<file path="config.mk">
export PLATFORM = sky130hd
export DESIGN_NAME = reload_interval_timer_top_flat
export DESIGN_NICKNAME = d
export VERILOG_FILES = /design/src/rtl/rit_pkg.sv /design/src/rtl/rit_stream_if.sv /design/src/rtl/reload_interval_timer_top.sv /design/src/flat_wrapper.sv
export SDC_FILE = /design/constraint.sdc
export NUM_CORES = 1
export LEC_CHECK = 0
export ABC_CLOCK_PERIOD_IN_PS = 13600
export BUFFER_PORTS_ARGS = -buffer_cell sky130_fd_sc_hd__buf_2
export CORE_ASPECT_RATIO = 0.8
export CORE_MARGIN = 3
export CORE_UTILIZATION = 45
export CTS_CLUSTER_DIAMETER = 50
export DETAILED_ROUTE_END_ITERATION = 8
export SYNTH_ARGS = -nofsm -noshare
export SYNTH_HDL_FRONTEND = slang
export SYNTH_SLANG_ARGS = --single-unit
</file>
<file path="constraint.sdc">
create_clock -name clock -period 13.6 [get_ports clock]
set_input_delay 2.72 -clock clock [delete_from_list [all_inputs] [get_ports clock]]
set_output_delay 2.72 -clock clock [all_outputs]
set_load 0.005 [all_outputs]
</file>
<file path="src/rtl/rit_pkg.sv">
// shared types and command codes of the reload interval timer
package rit_pkg;

   localparam int unsigned KIND_W = 3;
   localparam int unsigned TIME_W = 32;

   typedef logic [KIND_W-1:0] kind_type;
   typedef logic [TIME_W-1:0] time_type;

   localparam kind_type KIND_TICK       = 3'd0;
   localparam kind_type KIND_CHECK      = 3'd1;
   localparam kind_type KIND_START      = 3'd2;
   localparam kind_type KIND_SET        = 3'd3;
   localparam kind_type KIND_SET_RELOAD = 3'd4;
   localparam kind_type KIND_TRIGGER    = 3'd5;
   localparam kind_type KIND_READ       = 3'd6;

   typedef struct packed {
      kind_type kind;
      time_type value;
      logic     flag;
   } req_type;

   typedef struct packed {
      logic     fired;
      time_type remaining;
      time_type now_time;
   } rsp_type;

endpackage

</file>
<file path="src/rtl/rit_stream_if.sv">
// valid/ready stream channel carrying one payload item per transfer
interface rit_stream_if #(
   parameter type data_type = rit_pkg::req_type
) ();
   logic     valid;
   logic     ready;
   data_type data;

   modport source (output valid, output data, input ready);
   modport sink (input valid, input data, output ready);
endinterface

</file>
<file path="src/rtl/reload_interval_timer_top.sv">
// reload interval timer: command register, state update, snapshot, result register
// each result reaches rsp_if via the snapshot stage and the result register
// throughput: one command per cycle unless stalled; the state update between the
//    command register and snapshot stage is one 32-bit subtract, compare and add
// backpressure: each stage holds while the stage after it is full and stalled,
//    so a new command is taken while a finished result waits to be transferred
// reset: synchronous, active high; clears all stage valids and the timer state,
//    leaving a disabled timer with zero time base and accurate_mode 0
module reload_interval_timer_top (
   input  logic                clock,
   input  logic                reset,
   rit_stream_if.sink          req_if,
   rit_stream_if.source        rsp_if,
   input  logic                csr_wr_en,
   input  logic                csr_wr_data
);

   // ---------------------------------------------------------------- control
   // stage valids: s1 = command register, s2 = post-update snapshot, out = result
   logic s1_v_ff, s1_v_in;
   logic s2_v_ff, s2_v_in;
   logic out_v_ff, out_v_in;

   logic rdy_out, rdy_s2, rdy_s1;
   logic s1_load, s2_load, out_load;

   // a stage can take new data when empty or when its own data moves on
   assign rdy_out = !out_v_ff || rsp_if.ready;
   assign rdy_s2  = !s2_v_ff || rdy_out;
   assign rdy_s1  = !s1_v_ff || rdy_s2;

   assign req_if.ready = rdy_s1;
   assign s1_load  = req_if.valid && rdy_s1;
   assign s2_load  = s1_v_ff && rdy_s2;
   assign out_load = s2_v_ff && rdy_out;

   always_comb begin
      s1_v_in  = s1_load || (s1_v_ff && !rdy_s2);
      s2_v_in  = s2_load || (s2_v_ff && !rdy_out);
      out_v_in = out_load || (out_v_ff && !rsp_if.ready);
   end

   // ---------------------------------------------------------------- command register
   rit_pkg::req_type s1_cmd_ff;

   always_ff @(posedge clock) begin
      if (s1_load) begin
         s1_cmd_ff <= req_if.data;
      end
   end

   // ---------------------------------------------------------------- timer state
   logic              accurate_mode_ff;
   rit_pkg::time_type time_base_ff, time_base_in;
   rit_pkg::time_type start_mark_ff, start_mark_in;
   rit_pkg::time_type interval_ff, interval_in;
   rit_pkg::time_type reload_ff, reload_in;
   logic              armed_ff, armed_in;
   logic              fired_in;

   rit_pkg::time_type elapsed;
   logic              expired;
   logic              value_zero;

   // elapsed time wraps with the time base
   assign elapsed    = time_base_ff - start_mark_ff;
   assign expired    = armed_ff && (elapsed > interval_ff);
   assign value_zero = (s1_cmd_ff.value == '0);

   always_comb begin
      time_base_in  = time_base_ff;
      start_mark_in = start_mark_ff;
      interval_in   = interval_ff;
      reload_in     = reload_ff;
      armed_in      = armed_ff;
      fired_in      = 1'b0;

      unique case (s1_cmd_ff.kind)
         rit_pkg::KIND_TICK: begin
            time_base_in = time_base_ff + s1_cmd_ff.value;
         end
         rit_pkg::KIND_CHECK: begin
            if (expired) begin
               fired_in = 1'b1;
               if (s1_cmd_ff.flag) begin
                  // drift-free reload keeps the phase, else restart from now
                  start_mark_in = accurate_mode_ff ? (start_mark_ff + interval_ff)
                                                   : time_base_ff;
                  interval_in   = reload_ff;
               end else begin
                  armed_in = 1'b0;
               end
            end
         end
         rit_pkg::KIND_START: begin
            if (value_zero) begin
               armed_in = 1'b0;
            end else begin
               if (!armed_ff) begin
                  start_mark_in = time_base_ff;
               end
               interval_in = s1_cmd_ff.value;
               if (s1_cmd_ff.flag) begin
                  reload_in = s1_cmd_ff.value;
               end
               armed_in = 1'b1;
            end
         end
         rit_pkg::KIND_SET: begin
            if (!armed_ff) begin
               start_mark_in = time_base_ff;
               armed_in      = 1'b1;
            end
            if (!value_zero) begin
               interval_in = s1_cmd_ff.value;
               reload_in   = s1_cmd_ff.value;
            end
         end
         rit_pkg::KIND_SET_RELOAD: begin
            reload_in = s1_cmd_ff.value;
            if (s1_cmd_ff.flag) begin
               armed_in = 1'b1;
            end
         end
         rit_pkg::KIND_TRIGGER: begin
            // start = now - reload - 1, written as now + ~reload
            armed_in      = 1'b1;
            interval_in   = reload_ff;
            start_mark_in = time_base_ff + ~reload_ff;
         end
         default: begin
            // read and the unused code leave the state alone
         end
      endcase
   end

   always_ff @(posedge clock) begin
      if (reset) begin
         accurate_mode_ff <= 1'b0;
         time_base_ff     <= '0;
         start_mark_ff    <= '0;
         interval_ff      <= '0;
         reload_ff        <= '0;
         armed_ff         <= 1'b0;
      end else begin
         if (csr_wr_en) begin
            accurate_mode_ff <= csr_wr_data;
         end
         if (s2_load) begin
            time_base_ff  <= time_base_in;
            start_mark_ff <= start_mark_in;
            interval_ff   <= interval_in;
            reload_ff     <= reload_in;
            armed_ff      <= armed_in;
         end
      end
   end

   // ---------------------------------------------------------------- snapshot stage
   // copy of the state as left by the command, for the remaining-time math
   logic              s2_fired_ff;
   logic              s2_armed_ff;
   rit_pkg::time_type s2_time_ff;
   rit_pkg::time_type s2_start_ff;
   rit_pkg::time_type s2_interval_ff;

   always_ff @(posedge clock) begin
      if (s2_load) begin
         s2_fired_ff    <= fired_in;
         s2_armed_ff    <= armed_in;
         s2_time_ff     <= time_base_in;
         s2_start_ff    <= start_mark_in;
         s2_interval_ff <= interval_in;
      end
   end

   // ---------------------------------------------------------------- result stage
   rit_pkg::time_type s2_elapsed;
   rit_pkg::rsp_type  out_in;
   rit_pkg::rsp_type  out_ff;

   assign s2_elapsed = s2_time_ff - s2_start_ff;

   always_comb begin
      out_in.fired     = s2_fired_ff;
      out_in.now_time  = s2_time_ff;
      if (s2_armed_ff && (s2_elapsed < s2_interval_ff)) begin
         out_in.remaining = s2_interval_ff - s2_elapsed;
      end else begin
         out_in.remaining = '0;
      end
   end

   always_ff @(posedge clock) begin
      if (out_load) begin
         out_ff <= out_in;
      end
   end

   always_ff @(posedge clock) begin
      if (reset) begin
         s1_v_ff  <= 1'b0;
         s2_v_ff  <= 1'b0;
         out_v_ff <= 1'b0;
      end else begin
         s1_v_ff  <= s1_v_in;
         s2_v_ff  <= s2_v_in;
         out_v_ff <= out_v_in;
      end
   end

   assign rsp_if.valid = out_v_ff;
   assign rsp_if.data  = out_ff;

   // ---------------------------------------------------------------- assertions
   // only a check command can report a fire
   a_fired_only_on_check: assert property (@(posedge clock) disable iff (reset)
      s2_load && (s1_cmd_ff.kind != rit_pkg::KIND_CHECK) |=> !s2_fired_ff)
      else $error("fired set by a command other than check");

   // only a tick moves the time base
   a_time_only_on_tick: assert property (@(posedge clock) disable iff (reset)
      s2_load && (s1_cmd_ff.kind != rit_pkg::KIND_TICK) |=> $stable(time_base_ff))
      else $error("time base changed by a command other than tick");

   // remaining time never exceeds the interval it was taken from
   a_remaining_bound: assert property (@(posedge clock) disable iff (reset)
      out_load |=> (out_ff.remaining <= $past(s2_interval_ff)))
      else $error("remaining exceeds interval");

   // a state update only happens when the snapshot stage takes the command
   a_state_hold: assert property (@(posedge clock) disable iff (reset)
      !s2_load |=> $stable(armed_ff) && $stable(start_mark_ff) && $stable(interval_ff))
      else $error("timer state changed without a command");

endmodule

</file>
<file path="src/flat_wrapper.sv">
// flat-port wrapper written by rule: the top's interface ports become plain ports
module reload_interval_timer_top_flat 
  (clock, reset, csr_wr_en, csr_wr_data, req_if_valid, req_if_data, req_if_ready, rsp_if_valid, rsp_if_data, rsp_if_ready);
  rit_stream_if #(.data_type(rit_pkg::req_type)) req_if_i ();
  rit_stream_if #(.data_type(rit_pkg::rsp_type)) rsp_if_i ();
  input  logic clock;
  input  logic reset;
  input  logic csr_wr_en;
  input  logic csr_wr_data;
  input wire logic [$bits(req_if_i.valid)-1:0] req_if_valid;
  input wire logic [$bits(req_if_i.data)-1:0] req_if_data;
  output wire logic [$bits(req_if_i.ready)-1:0] req_if_ready;
  output wire logic [$bits(rsp_if_i.valid)-1:0] rsp_if_valid;
  output wire logic [$bits(rsp_if_i.data)-1:0] rsp_if_data;
  input wire logic [$bits(rsp_if_i.ready)-1:0] rsp_if_ready;
  assign req_if_i.valid = req_if_valid;
  assign req_if_i.data = req_if_data;
  assign req_if_ready = req_if_i.ready;
  assign rsp_if_valid = rsp_if_i.valid;
  assign rsp_if_data = rsp_if_i.data;
  assign rsp_if_i.ready = rsp_if_ready;
  reload_interval_timer_top u_core (.clock(clock), .reset(reset), .req_if(req_if_i), .rsp_if(rsp_if_i), .csr_wr_en(csr_wr_en), .csr_wr_data(csr_wr_data));
endmodule
</file>
==> impl_metrics.ini, run 1 <==
[floorplanning]
starting_utilization_of_the_core_area_pct = 45.84
floorplan.die_area_um2 = 55140
die-width_um = 261.8
placementRows = 74
core_area_um2 = 51390
fp.dieH_um = 210.6
ioPinCount = 109

[yosys]
synthesis.nets = 2970
synthTopCellsByArea = sky130_fd_sc_hd__edfxtp_1 25%, sky130_fd_sc_hd__ha_1 12%, sky130_fd_sc_hd__dfxtp_1 11%
synthFlopType = sky130_fd_sc_hd__edfxtp_1
synth_top_cell_area_share_pct = 25.37
synth_area_per_cell_um2 = 8.714
yosys_warnings = 0
synthArstFlopShare_pct = 0
synth.ff_latch_count = 332
yosysTopAreaCell = sky130_fd_sc_hd__edfxtp_1
post_synth_instance_area_um2 = 23560
sequential_element_share_of_the_synthesized_area_pct = 36.67
synth_cell_type_count = 86
count_of_flip_flops_with_a_built_in_enable_after_synthesis = 199
synthCells = 2703

[final_layout]
area.growth.synth_to_final_pct = 12.44
drive_gt1_share_pct = 9.261
fillers = 4866
layout.cells.most_common = sky130_fd_sc_hd__nand2_1
nets = 3068
insertedDiodeCount = 0
layout.cells.most_common_list = 346 x sky130_fd_sc_hd__nand2_1, 238 x sky130_fd_sc_hd__a21oi_1, 229 x sky130_fd_sc_hd__nor2_1, 219 x sky130_fd_sc_hd__ha_1, 199 x sky130_fd_sc_hd__edfxtp_1

[sta]
totalNegativeSetupSlack_ns = 0
period_share_pct = 54.53
fmax_mhz = 134.8
finalMaxSlewViolations = 0
worst_hold_slack_ns = 0.4649
setup-violations-final = 0
hold_viol_final = 0
grt_setup_unrepaired = no
skew_ns = 0.01533
max-slew-margin-rel_pct = 16.50
worst_pin_slew_ns = 1.250
finalCriticalPeriod_ns = 7.416

[clocking]
number_of_clock_buffers_inserted_by_tritoncts = 47
cts.hold.buffers_added = 0
insertion_delay_ns = 0.59
cts-htree-levels = 2
clock_sink_count = 332
worst_setup_hold_path_clk_slew_ns = 0.06
root_buffer = sky130_fd_sc_hd__clkbuf_16
cts_setup_buffers = 0
cts_resized = 0
ctsLongestPathBuffers = 3
tritoncts = yes

[drt]
drt_wl_total_um = 83170
route.vias.total = 21110
detail_route.iter0.violations = 2463
drt_first_pass_iters = 6
detail-route-antenna-nets = 0
route.detailed.vias_per_inst = 5.991
detail_route.wl_per_cell_um = 23.60
drcViolationCount = 0

[global_route]
grt_start_max_net_pins = 65
first_pass_grt_wire_length_um = 122100
grt_resource_usage_total_pct = 29.85
grt_overflow = 0
antenna_found_initial = 4
grt_pass1_vias = 19150

[power]
peakVddDrop_v = 0.00009036
report.power.total_w = 0.003354
pwr_cell_area_nw_per_um2 = 126.6
power_leakage_nw = 11.02

[placement]
port-buffer-count = 108
dp.final_hpwl_um = 64110
finalWeightedCongestion = 0.9754

[worst_setup_path]
worstSetupPathType = flop to flop
worstSetupEndpointType = flop
crit_arrival_ns = 7.93
critPathLaunchType = flop
timing.critical_path.fanout_max = 31
r2r_cells = 26
cp_data_required_time_ns = 14.11
reg2reg_slack_ns = 6.18

[outcome]
run_status = finished clean

[flow_run]
number_of_maximum_capacitance_constraint_violations = 0

[min_path]
worstHoldPathType = flop to flop
hold-path-cell-count = 0
cells in the mapped netlist (31+ instances only):
library cell	number
sky130_fd_sc_hd__a211oi_1	36
sky130_fd_sc_hd__a21o_1	82
sky130_fd_sc_hd__a21oi_1	238
sky130_fd_sc_hd__clkbuf_1	68
sky130_fd_sc_hd__dfxtp_1	133
sky130_fd_sc_hd__edfxtp_1	199
sky130_fd_sc_hd__ha_1	219
sky130_fd_sc_hd__inv_1	192
sky130_fd_sc_hd__mux2i_1	46
sky130_fd_sc_hd__nand2_1	349
sky130_fd_sc_hd__nand3_1	43
sky130_fd_sc_hd__nor2_1	232
sky130_fd_sc_hd__nor3_1	41
sky130_fd_sc_hd__o21a_1	32
sky130_fd_sc_hd__o21ai_0	190
sky130_fd_sc_hd__o2bb2ai_1	31
sky130_fd_sc_hd__xnor2_1	99
sky130_fd_sc_hd__xor2_1	48
registers in the layout (all words and copies together), names as in the netlist, 32 cells and up:
signal	cells
u_core.s2_start_ff	32
u_core.rsp_if.data	65
u_core.s2_interval_ff	32
u_core.start_mark_ff	32
u_core.interval_ff	32
u_core.reload_ff	32
u_core.s2_time_ff	32
u_core.time_base_ff	32
u_core.s1_cmd_ff	36
worst paths after layout:
check                                                    startpoint                                   to
worst max-delay path            u_core.time_base_ff[0]$_SDFFE_PP0P_  u_core.interval_ff[12]$_SDFFE_PP0P_
worst min-delay path               u_core.s2_fired_ff$_SDFFCE_PN0P_     u_core.rsp_if.data[64]$_DFFE_PP_
worst max register to register  u_core.time_base_ff[0]$_SDFFE_PP0P_  u_core.interval_ff[12]$_SDFFE_PP0P_
worst min register to register     u_core.s2_fired_ff$_SDFFCE_PN0P_     u_core.rsp_if.data[64]$_DFFE_PP_
cell type report:
class / count / area [um2] / share of cell area, %
multi-input combinational: 2095 / 13940 / 52.64
clock buffer: 58 / 1259 / 4.752
timing repair buffer: 132 / 723.2 / 2.731
clock inverter: 30 / 341.6 / 1.290
tap: 684 / 855.8 / 3.231
sequential: 332 / 8638 / 32.62
inverter: 193 / 726.9 / 2.745
power by group:
group	switching, W	internal, W
combinational	0.000549	0.000346
clock	0.000523	0.000738
sequential	0.0000625	0.00114
metrics by stage:
step	utilization, %	cell area [um2]	worst slack, ns	std cells
2_1_floorplan	-	23560	7.402	2703
3_3_place_gp	48.43	24890	6.568	3436
3_5_place_dp	48.43	24890	6.304	3436
4_1_cts	51.54	26490	6.258	3524
5_1_grt	51.54	26490	5.638	3524
6_report	51.54	26490	6.184	3524
routing by layer:
metal	share of wire [%]	GRT usage, %	routed length [um]	vias up
li1	-	-	-	10060
met1	48	47.91	40230	9936
met2	36	38.46	30270	1029
met3	14	9.589	11320	94
met4	1.6	5.235	1349	0
met5	0	0	0	-
cells by family after synthesis:
kind of cell               count (synthesis)  synth area share, %
AOI/OAI and AO/OA                        834                23.01
xor gates and xnor gates                 147                5.466
adders and majority gates                225                12.14
buffers and inverters                    276                4.446
DFF                                      332                36.67
muxes                                     56                2.433
and+or+nand+nor                          833                15.83
critical path: stages, from the launching register on:
cell and delay (ns):
sky130_fd_sc_hd__dfxtp_1 0.34, sky130_fd_sc_hd__inv_1 0.11, sky130_fd_sc_hd__ha_1 0.22, sky130_fd_sc_hd__inv_1 0.08, sky130_fd_sc_hd__fa_1 0.43, sky130_fd_sc_hd__a211oi_1 0.33, sky130_fd_sc_hd__o21ai_0 0.25, sky130_fd_sc_hd__a311o_1 0.40
sky130_fd_sc_hd__nand4_1 0.16, sky130_fd_sc_hd__o21ai_0 0.16, sky130_fd_sc_hd__a31o_2 0.28, sky130_fd_sc_hd__o31ai_1 0.43, sky130_fd_sc_hd__o21ai_0 0.26, sky130_fd_sc_hd__a31oi_1 0.25, sky130_fd_sc_hd__xnor2_1 0.09, sky130_fd_sc_hd__ha_1 0.29
sky130_fd_sc_hd__nand4_1 0.16, sky130_fd_sc_hd__nor4_2 0.36, sky130_fd_sc_hd__a31oi_1 0.19, sky130_fd_sc_hd__and3_1 0.26, sky130_fd_sc_hd__a22o_1 0.32, sky130_fd_sc_hd__nor2_2 0.25, sky130_fd_sc_hd__a21o_1 0.12, sky130_fd_sc_hd__buf_4 0.42
sky130_fd_sc_hd__or2_2 0.75, sky130_fd_sc_hd__o21ai_0 0.19, sky130_fd_sc_hd__a21oi_1 0.19
Power figures use the tool's default switching activity.
==> run 2, diff against run 1 <==
--- a/config.mk
+++ b/config.mk
@@ -5,7 +5,7 @@
 export SDC_FILE = /design/constraint.sdc
 export NUM_CORES = 1
 export LEC_CHECK = 0
-export ABC_CLOCK_PERIOD_IN_PS = 13600
+export ABC_CLOCK_PERIOD_IN_PS = 7070
 export BUFFER_PORTS_ARGS = -buffer_cell sky130_fd_sc_hd__buf_2
 export CORE_ASPECT_RATIO = 0.8
 export CORE_MARGIN = 3
==> constraint.sdc (replaced) <==
create_clock -name clock -period 7.07 [get_ports clock]
set_input_delay 1.414 -clock clock [delete_from_list [all_inputs] [get_ports clock]]
set_output_delay 1.414 -clock clock [all_outputs]
set_load 0.005 [all_outputs]
==> impl_metrics.ini, run 2 (same netlist as run 1, synthesis figures left out) <==
[drt]
route.detailed.vias_per_inst = 5.933
route.vias.total = 21060
detail_route.wl_per_cell_um = 22.28
drcViolationCount = 0
drt_first_pass_iters = 8
drt_wl_total_um = 79070
detail-route-antenna-nets = 0
detail_route.iter0.violations = 2089

[placement]
port-buffer-count = 108
dp.final_hpwl_um = 61660
finalWeightedCongestion = 0.9674

[worst_setup_path]
timing.critical_path.fanout_max = 32
cp_top_family = compound AO/OA/AOI/OAI gates
critical_path.n_buffers_inverters = 4
critPathLaunchType = flop
crit_path_max_incr_delay_ns = 0.45
reg2reg_slack_ns = 0.31
worstSetupPathType = flop to flop
cp_data_required_time_ns = 7.51
crit_arrival_ns = 7.20
worstSetupEndpointType = flop
most_repeated_library_cell_on_the_critical_path = sky130_fd_sc_hd__o21ai_0
critical-path-slowest-cell = sky130_fd_sc_hd__fa_1

[final_layout]
layout.cells.most_common = sky130_fd_sc_hd__nand2_1
multiInputGateArea_um2 = 13950
insertedDiodeCount = 0
area.growth.synth_to_final_pct = 13.04
fillers = 4812
drive_gt1_share_pct = 10.16
nets = 3094
seq_area_um2 = 8638
post-route-util_pct = 51.82
layout.cells.most_common_list = 347 x sky130_fd_sc_hd__nand2_1, 238 x sky130_fd_sc_hd__a21oi_1, 229 x sky130_fd_sc_hd__nor2_1, 219 x sky130_fd_sc_hd__ha_1, 199 x sky130_fd_sc_hd__edfxtp_1
largest_register_ffs = 65

[global_route]
first_pass_grt_wire_length_um = 117500
grt_pass1_vias = 19150
antenna_found_initial = 10
grt_start_max_net_pins = 84
grt_overflow = 0
grt_resource_usage_total_pct = 28.22

[clocking]
number_of_clock_buffers_inserted_by_tritoncts = 46
tritoncts = yes
insertion_delay_ns = 0.60
ctsLongestPathBuffers = 3
clock_sink_count = 332
cts-htree-levels = 2
root_buffer = sky130_fd_sc_hd__clkbuf_16
worst_setup_hold_path_clk_slew_ns = 0.06
cts_setup_buffers = 0

[floorplanning]
fp.dieH_um = 210.6
starting_utilization_of_the_core_area_pct = 45.84
die-width_um = 261.8
floorplan.die_area_um2 = 55140
ioPinCount = 109
core_area_um2 = 51390
placementRows = 74

[sta]
grt_setup_unrepaired = no
period_share_pct = 95.63
max-slew-margin-rel_pct = 14.42
worst_pin_slew_ns = 1.273
finalCriticalPeriod_ns = 6.761
hold_viol_final = 0
fmax_mhz = 147.9
skew_ns = 0.02876
finalMaxSlewViolations = 0
totalNegativeSetupSlack_ns = 0
setup-violations-final = 0

[power]
power_leakage_nw = 11.12
peakVddDrop_v = 0.0001941
pwr_cell_area_nw_per_um2 = 237.7

[flow_run]
number_of_maximum_capacitance_constraint_violations = 0

[min_path]
worstHoldPathType = flop to flop

[outcome]
run_status = finished clean
==> run 2: worst paths after layout <==
kind,from,end,cells past startpoint
max,u_core.time_base_ff[0]$_SDFFE_PP0P_,u_core.s2_interval_ff[5]$_DFFE_PP_,27
min,u_core.s2_time_ff[30]$_DFFE_PP_,u_core.rsp_if.data[30]$_DFFE_PP_,0
max reg2reg,u_core.time_base_ff[0]$_SDFFE_PP0P_,u_core.s2_interval_ff[5]$_DFFE_PP_,27
min reg2reg,u_core.s2_time_ff[30]$_DFFE_PP_,u_core.rsp_if.data[30]$_DFFE_PP_,0
==> run 2: per-layer routing <==
| layer | routed length [um] | track usage [%] | vias to the layer above |
|---|---|---|---|
| li1 | - | - | 10110 |
| met1 | 39230 | 45.36 | 9907 |
| met2 | 29300 | 36.86 | 960 |
| met3 | 9190 | 7.803 | 80 |
| met4 | 1353 | 5.674 | 0 |
| met5 | 0 | 0 | - |
==> run 2: repair_timing <==
action / CTS / global route
setup endpoints to repair: 0 / 41
resized for setup: 0 / 3
hold buffers: 0 / 0
==> run 2: metrics by stage <==
| step | setup WS [ns] | std cells | total power [W] | area [um2] | hold WS (ns) |
|---|---|---|---|---|---|
| CTS | 0.3340 | 3549 | 0.006332 | 26610 | 0.4677 |
| detailed placement | 0.3541 | 3463 | 0.004024 | 25100 | 0.4518 |
| global placement | 0.4242 | 3463 | 0.004002 | 25100 | 0.4544 |
| finish | 0.3093 | 3549 | 0.006330 | 26630 | 0.4684 |
| global route | 0.008242 | 3549 | 0.006652 | 26630 | 0.4880 |
| floorplan | 1.561 | 2703 | 0.003522 | 23560 | 0.4003 |
==> run 2: cell type report <==
type,count,share of cell area (%)
clock buffer,53,4.539
clock inverter,33,1.128
inverter,193,2.730
multi-input combinational,2095,52.38
sequential,332,32.44
tap,684,3.214
timing repair buffer,159,3.571
==> run 2: report_power, final <==
part,internal (W),total [W],switching [W],leakage [nW]
clock network,0.00133,0.00229,0.000965,0.730
registers,0.00218,0.00229,0.000109,2.97
logic,0.000678,0.00174,0.00107,7.42
total,0.00419,0.00633,0.00214,11.1
==> run 3, diff against run 2 <==
--- a/config.mk
+++ b/config.mk
@@ -5,13 +5,14 @@
 export SDC_FILE = /design/constraint.sdc
 export NUM_CORES = 1
 export LEC_CHECK = 0
-export ABC_CLOCK_PERIOD_IN_PS = 7070
+export ABC_CLOCK_PERIOD_IN_PS = 7500
 export BUFFER_PORTS_ARGS = -buffer_cell sky130_fd_sc_hd__buf_2
 export CORE_ASPECT_RATIO = 0.8
 export CORE_MARGIN = 3
 export CORE_UTILIZATION = 45
 export CTS_CLUSTER_DIAMETER = 50
 export DETAILED_ROUTE_END_ITERATION = 8
+export PLACE_DENSITY = 0.61
 export SYNTH_ARGS = -nofsm -noshare
 export SYNTH_HDL_FRONTEND = slang
 export SYNTH_SLANG_ARGS = --single-unit
==> constraint.sdc (replaced) <==
create_clock -name clock -period 7.5 [get_ports clock]
set_input_delay 1.5 -clock clock [delete_from_list [all_inputs] [get_ports clock]]
set_output_delay 1.5 -clock clock [all_outputs]
set_load 0.005 [all_outputs]
==> impl_metrics.ini, run 3 (same netlist as run 1, synthesis figures left out) <==
[outcome]
run_status = finished clean

[sta]
hold_viol_final = 0
skew_ns = 0.02413
totalNegativeSetupSlack_ns = 0
finalCriticalPeriod_ns = 6.773
setup-violations-final = 0
grt_setup_unrepaired = no
max-slew-margin-rel_pct = 19.71
worst_pin_slew_ns = 1.202
fmax_mhz = 147.7
finalMaxSlewViolations = 0
period_share_pct = 90.30

[global_route]
globalRouteMet2Util_pct = 38.65
gr-usage-met1_pct = 46.85
grt_start_max_net_pins = 78
global_route.peak_usage_layer = met1
first_pass_grt_wire_length_um = 121700
grt_pass1_vias = 19510
antenna_found_initial = 4
grt_resource_usage_total_pct = 29.43
grt_overflow = 0
grt_util_met3_pct = 8.450

[final_layout]
largest_register_ffs = 65
drive_gt1_share_pct = 10.01
area.growth.synth_to_final_pct = 13.05
insertedDiodeCount = 0
post-route-util_pct = 51.82
nets = 3086
seq_area_um2 = 8638
layout.cells.most_common = sky130_fd_sc_hd__nand2_1
layout.cells.most_common_list = 346 x sky130_fd_sc_hd__nand2_1, 238 x sky130_fd_sc_hd__a21oi_1, 229 x sky130_fd_sc_hd__nor2_1, 219 x sky130_fd_sc_hd__ha_1, 199 x sky130_fd_sc_hd__edfxtp_1
multiInputGateArea_um2 = 13950
fillers = 4823

[power]
peakVddDrop_v = 0.0001689
power_leakage_nw = 11.09
pwr_cell_area_nw_per_um2 = 227.2

[drt]
detail_route.iter0.violations = 2328
route.vias.total = 21330
detail-route-antenna-nets = 0
drt_first_pass_iters = 8
drcViolationCount = 0
detail_route.wl_per_cell_um = 23.11
route.detailed.vias_per_inst = 6.022
drt_wl_total_um = 81870

[clocking]
number_of_clock_buffers_inserted_by_tritoncts = 47
cts_resized = 0
cts_setup_buffers = 0
ctsLongestPathBuffers = 3
clock_sink_count = 332
cts.hold.buffers_added = 0
cts-htree-levels = 2
root_buffer = sky130_fd_sc_hd__clkbuf_16
tritoncts = yes
insertion_delay_ns = 0.61
worst_setup_hold_path_clk_slew_ns = 0.06

[worst_setup_path]
worstSetupPathType = flop to flop
timing.critical_path.fanout_max = 23
rr_endpoint = u_core.s2_interval_ff[0]$_DFFE_PP_
critPathLaunchType = flop
cp_data_required_time_ns = 7.84
most_repeated_library_cell_on_the_critical_path = sky130_fd_sc_hd__o21ai_0
reg2reg_slack_ns = 0.73
critical_path.n_buffers_inverters = 3
r2r_cells = 26
cp_top_family = compound AO/OA/AOI/OAI gates
crit_path_max_incr_delay_ns = 0.42
worstSetupEndpointType = flop
critical-path-slowest-cell = sky130_fd_sc_hd__dfxtp_1
crit_arrival_ns = 7.11
r2r-start = u_core.start_mark_ff[0]$_SDFFE_PP0P_

[placement]
port-buffer-count = 108
dp.final_hpwl_um = 64260
finalWeightedCongestion = 0.9942

[floorplanning]
starting_utilization_of_the_core_area_pct = 45.84
die-width_um = 261.8
placementRows = 74
core_area_um2 = 51390
fp.dieH_um = 210.6
ioPinCount = 109
floorplan.die_area_um2 = 55140

[min_path]
hold-path-cell-count = 0
worstHoldPathType = flop to flop
timing.hold.worst.start = u_core.s2_fired_ff$_SDFFCE_PN0P_
min_to = u_core.rsp_if.data[64]$_DFFE_PP_

[flow_run]
number_of_maximum_capacitance_constraint_violations = 0
## run 3: power by group
group	internal (W)	leakage (nW)	switching [W]	total (W)
Combinational	0.000633	7.37	0.00101	0.00164
Sequential	0.00206	2.97	0.000106	0.00216
Clock	0.00130	0.749	0.000948	0.00224
## run 3: area by class of cell
cell class                 instances  share of cell area (%)
clock buffer                      54                   4.633
clock inverter                    34                   1.344
inverter                         193                   2.730
multi-input combinational       2095                   52.37
sequential                       332                   32.44
tap                              684                   3.214
timing repair buffer             150                   3.270
## run 3: per-stage QoR
| step | instance area, um2 | instances | setup WS, ns | total power (W) | hold slack (ns) |
|---|---|---|---|---|---|
| 6_report | 26630 | 3542 | 0.7274 | 0.006051 | 0.4388 |
| 5_1_grt | 26630 | 3542 | 0.2643 | 0.006361 | 0.4437 |
| 4_1_cts | 26630 | 3542 | 0.8209 | 0.006057 | 0.4416 |
| 3_5_place_dp | 25040 | 3454 | 0.8341 | 0.003797 | 0.4247 |
| 3_3_place_gp | 25040 | 3454 | 1.022 | 0.003772 | 0.4071 |
| 2_1_floorplan | 23560 | 2703 | 1.991 | 0.003320 | 0.4003 |
## run 3: per-layer routing
| metal | share of wire (%) | routed length [um] | vias up |
|---|---|---|---|
| li1 | - | - | 10110 |
| met1 | 48 | 39520 | 10080 |
| met2 | 38 | 30700 | 1030 |
| met3 | 12 | 10210 | 111 |
| met4 | 1.7 | 1392 | 6 |
| met5 | 0.050 | 41 | - |
## run 3: how the worst max path moves through the flow
stage                                               from                             endpoint  slack, ns  cells after the start
floorplan            u_core.time_base_ff[0]$_SDFFE_PP0P_   u_core.s2_interval_ff[1]$_DFFE_PP_       1.99                     26
global placement     u_core.time_base_ff[0]$_SDFFE_PP0P_   u_core.s2_interval_ff[4]$_DFFE_PP_       1.02                     27
detailed placement   u_core.time_base_ff[0]$_SDFFE_PP0P_   u_core.s2_interval_ff[0]$_DFFE_PP_       0.83                     27
CTS                  u_core.time_base_ff[0]$_SDFFE_PP0P_   u_core.s2_interval_ff[0]$_DFFE_PP_       0.82                     27
global route         u_core.time_base_ff[0]$_SDFFE_PP0P_  u_core.s2_interval_ff[10]$_DFFE_PP_       0.26                     27
finish              u_core.start_mark_ff[0]$_SDFFE_PP0P_   u_core.s2_interval_ff[0]$_DFFE_PP_       0.73                     26
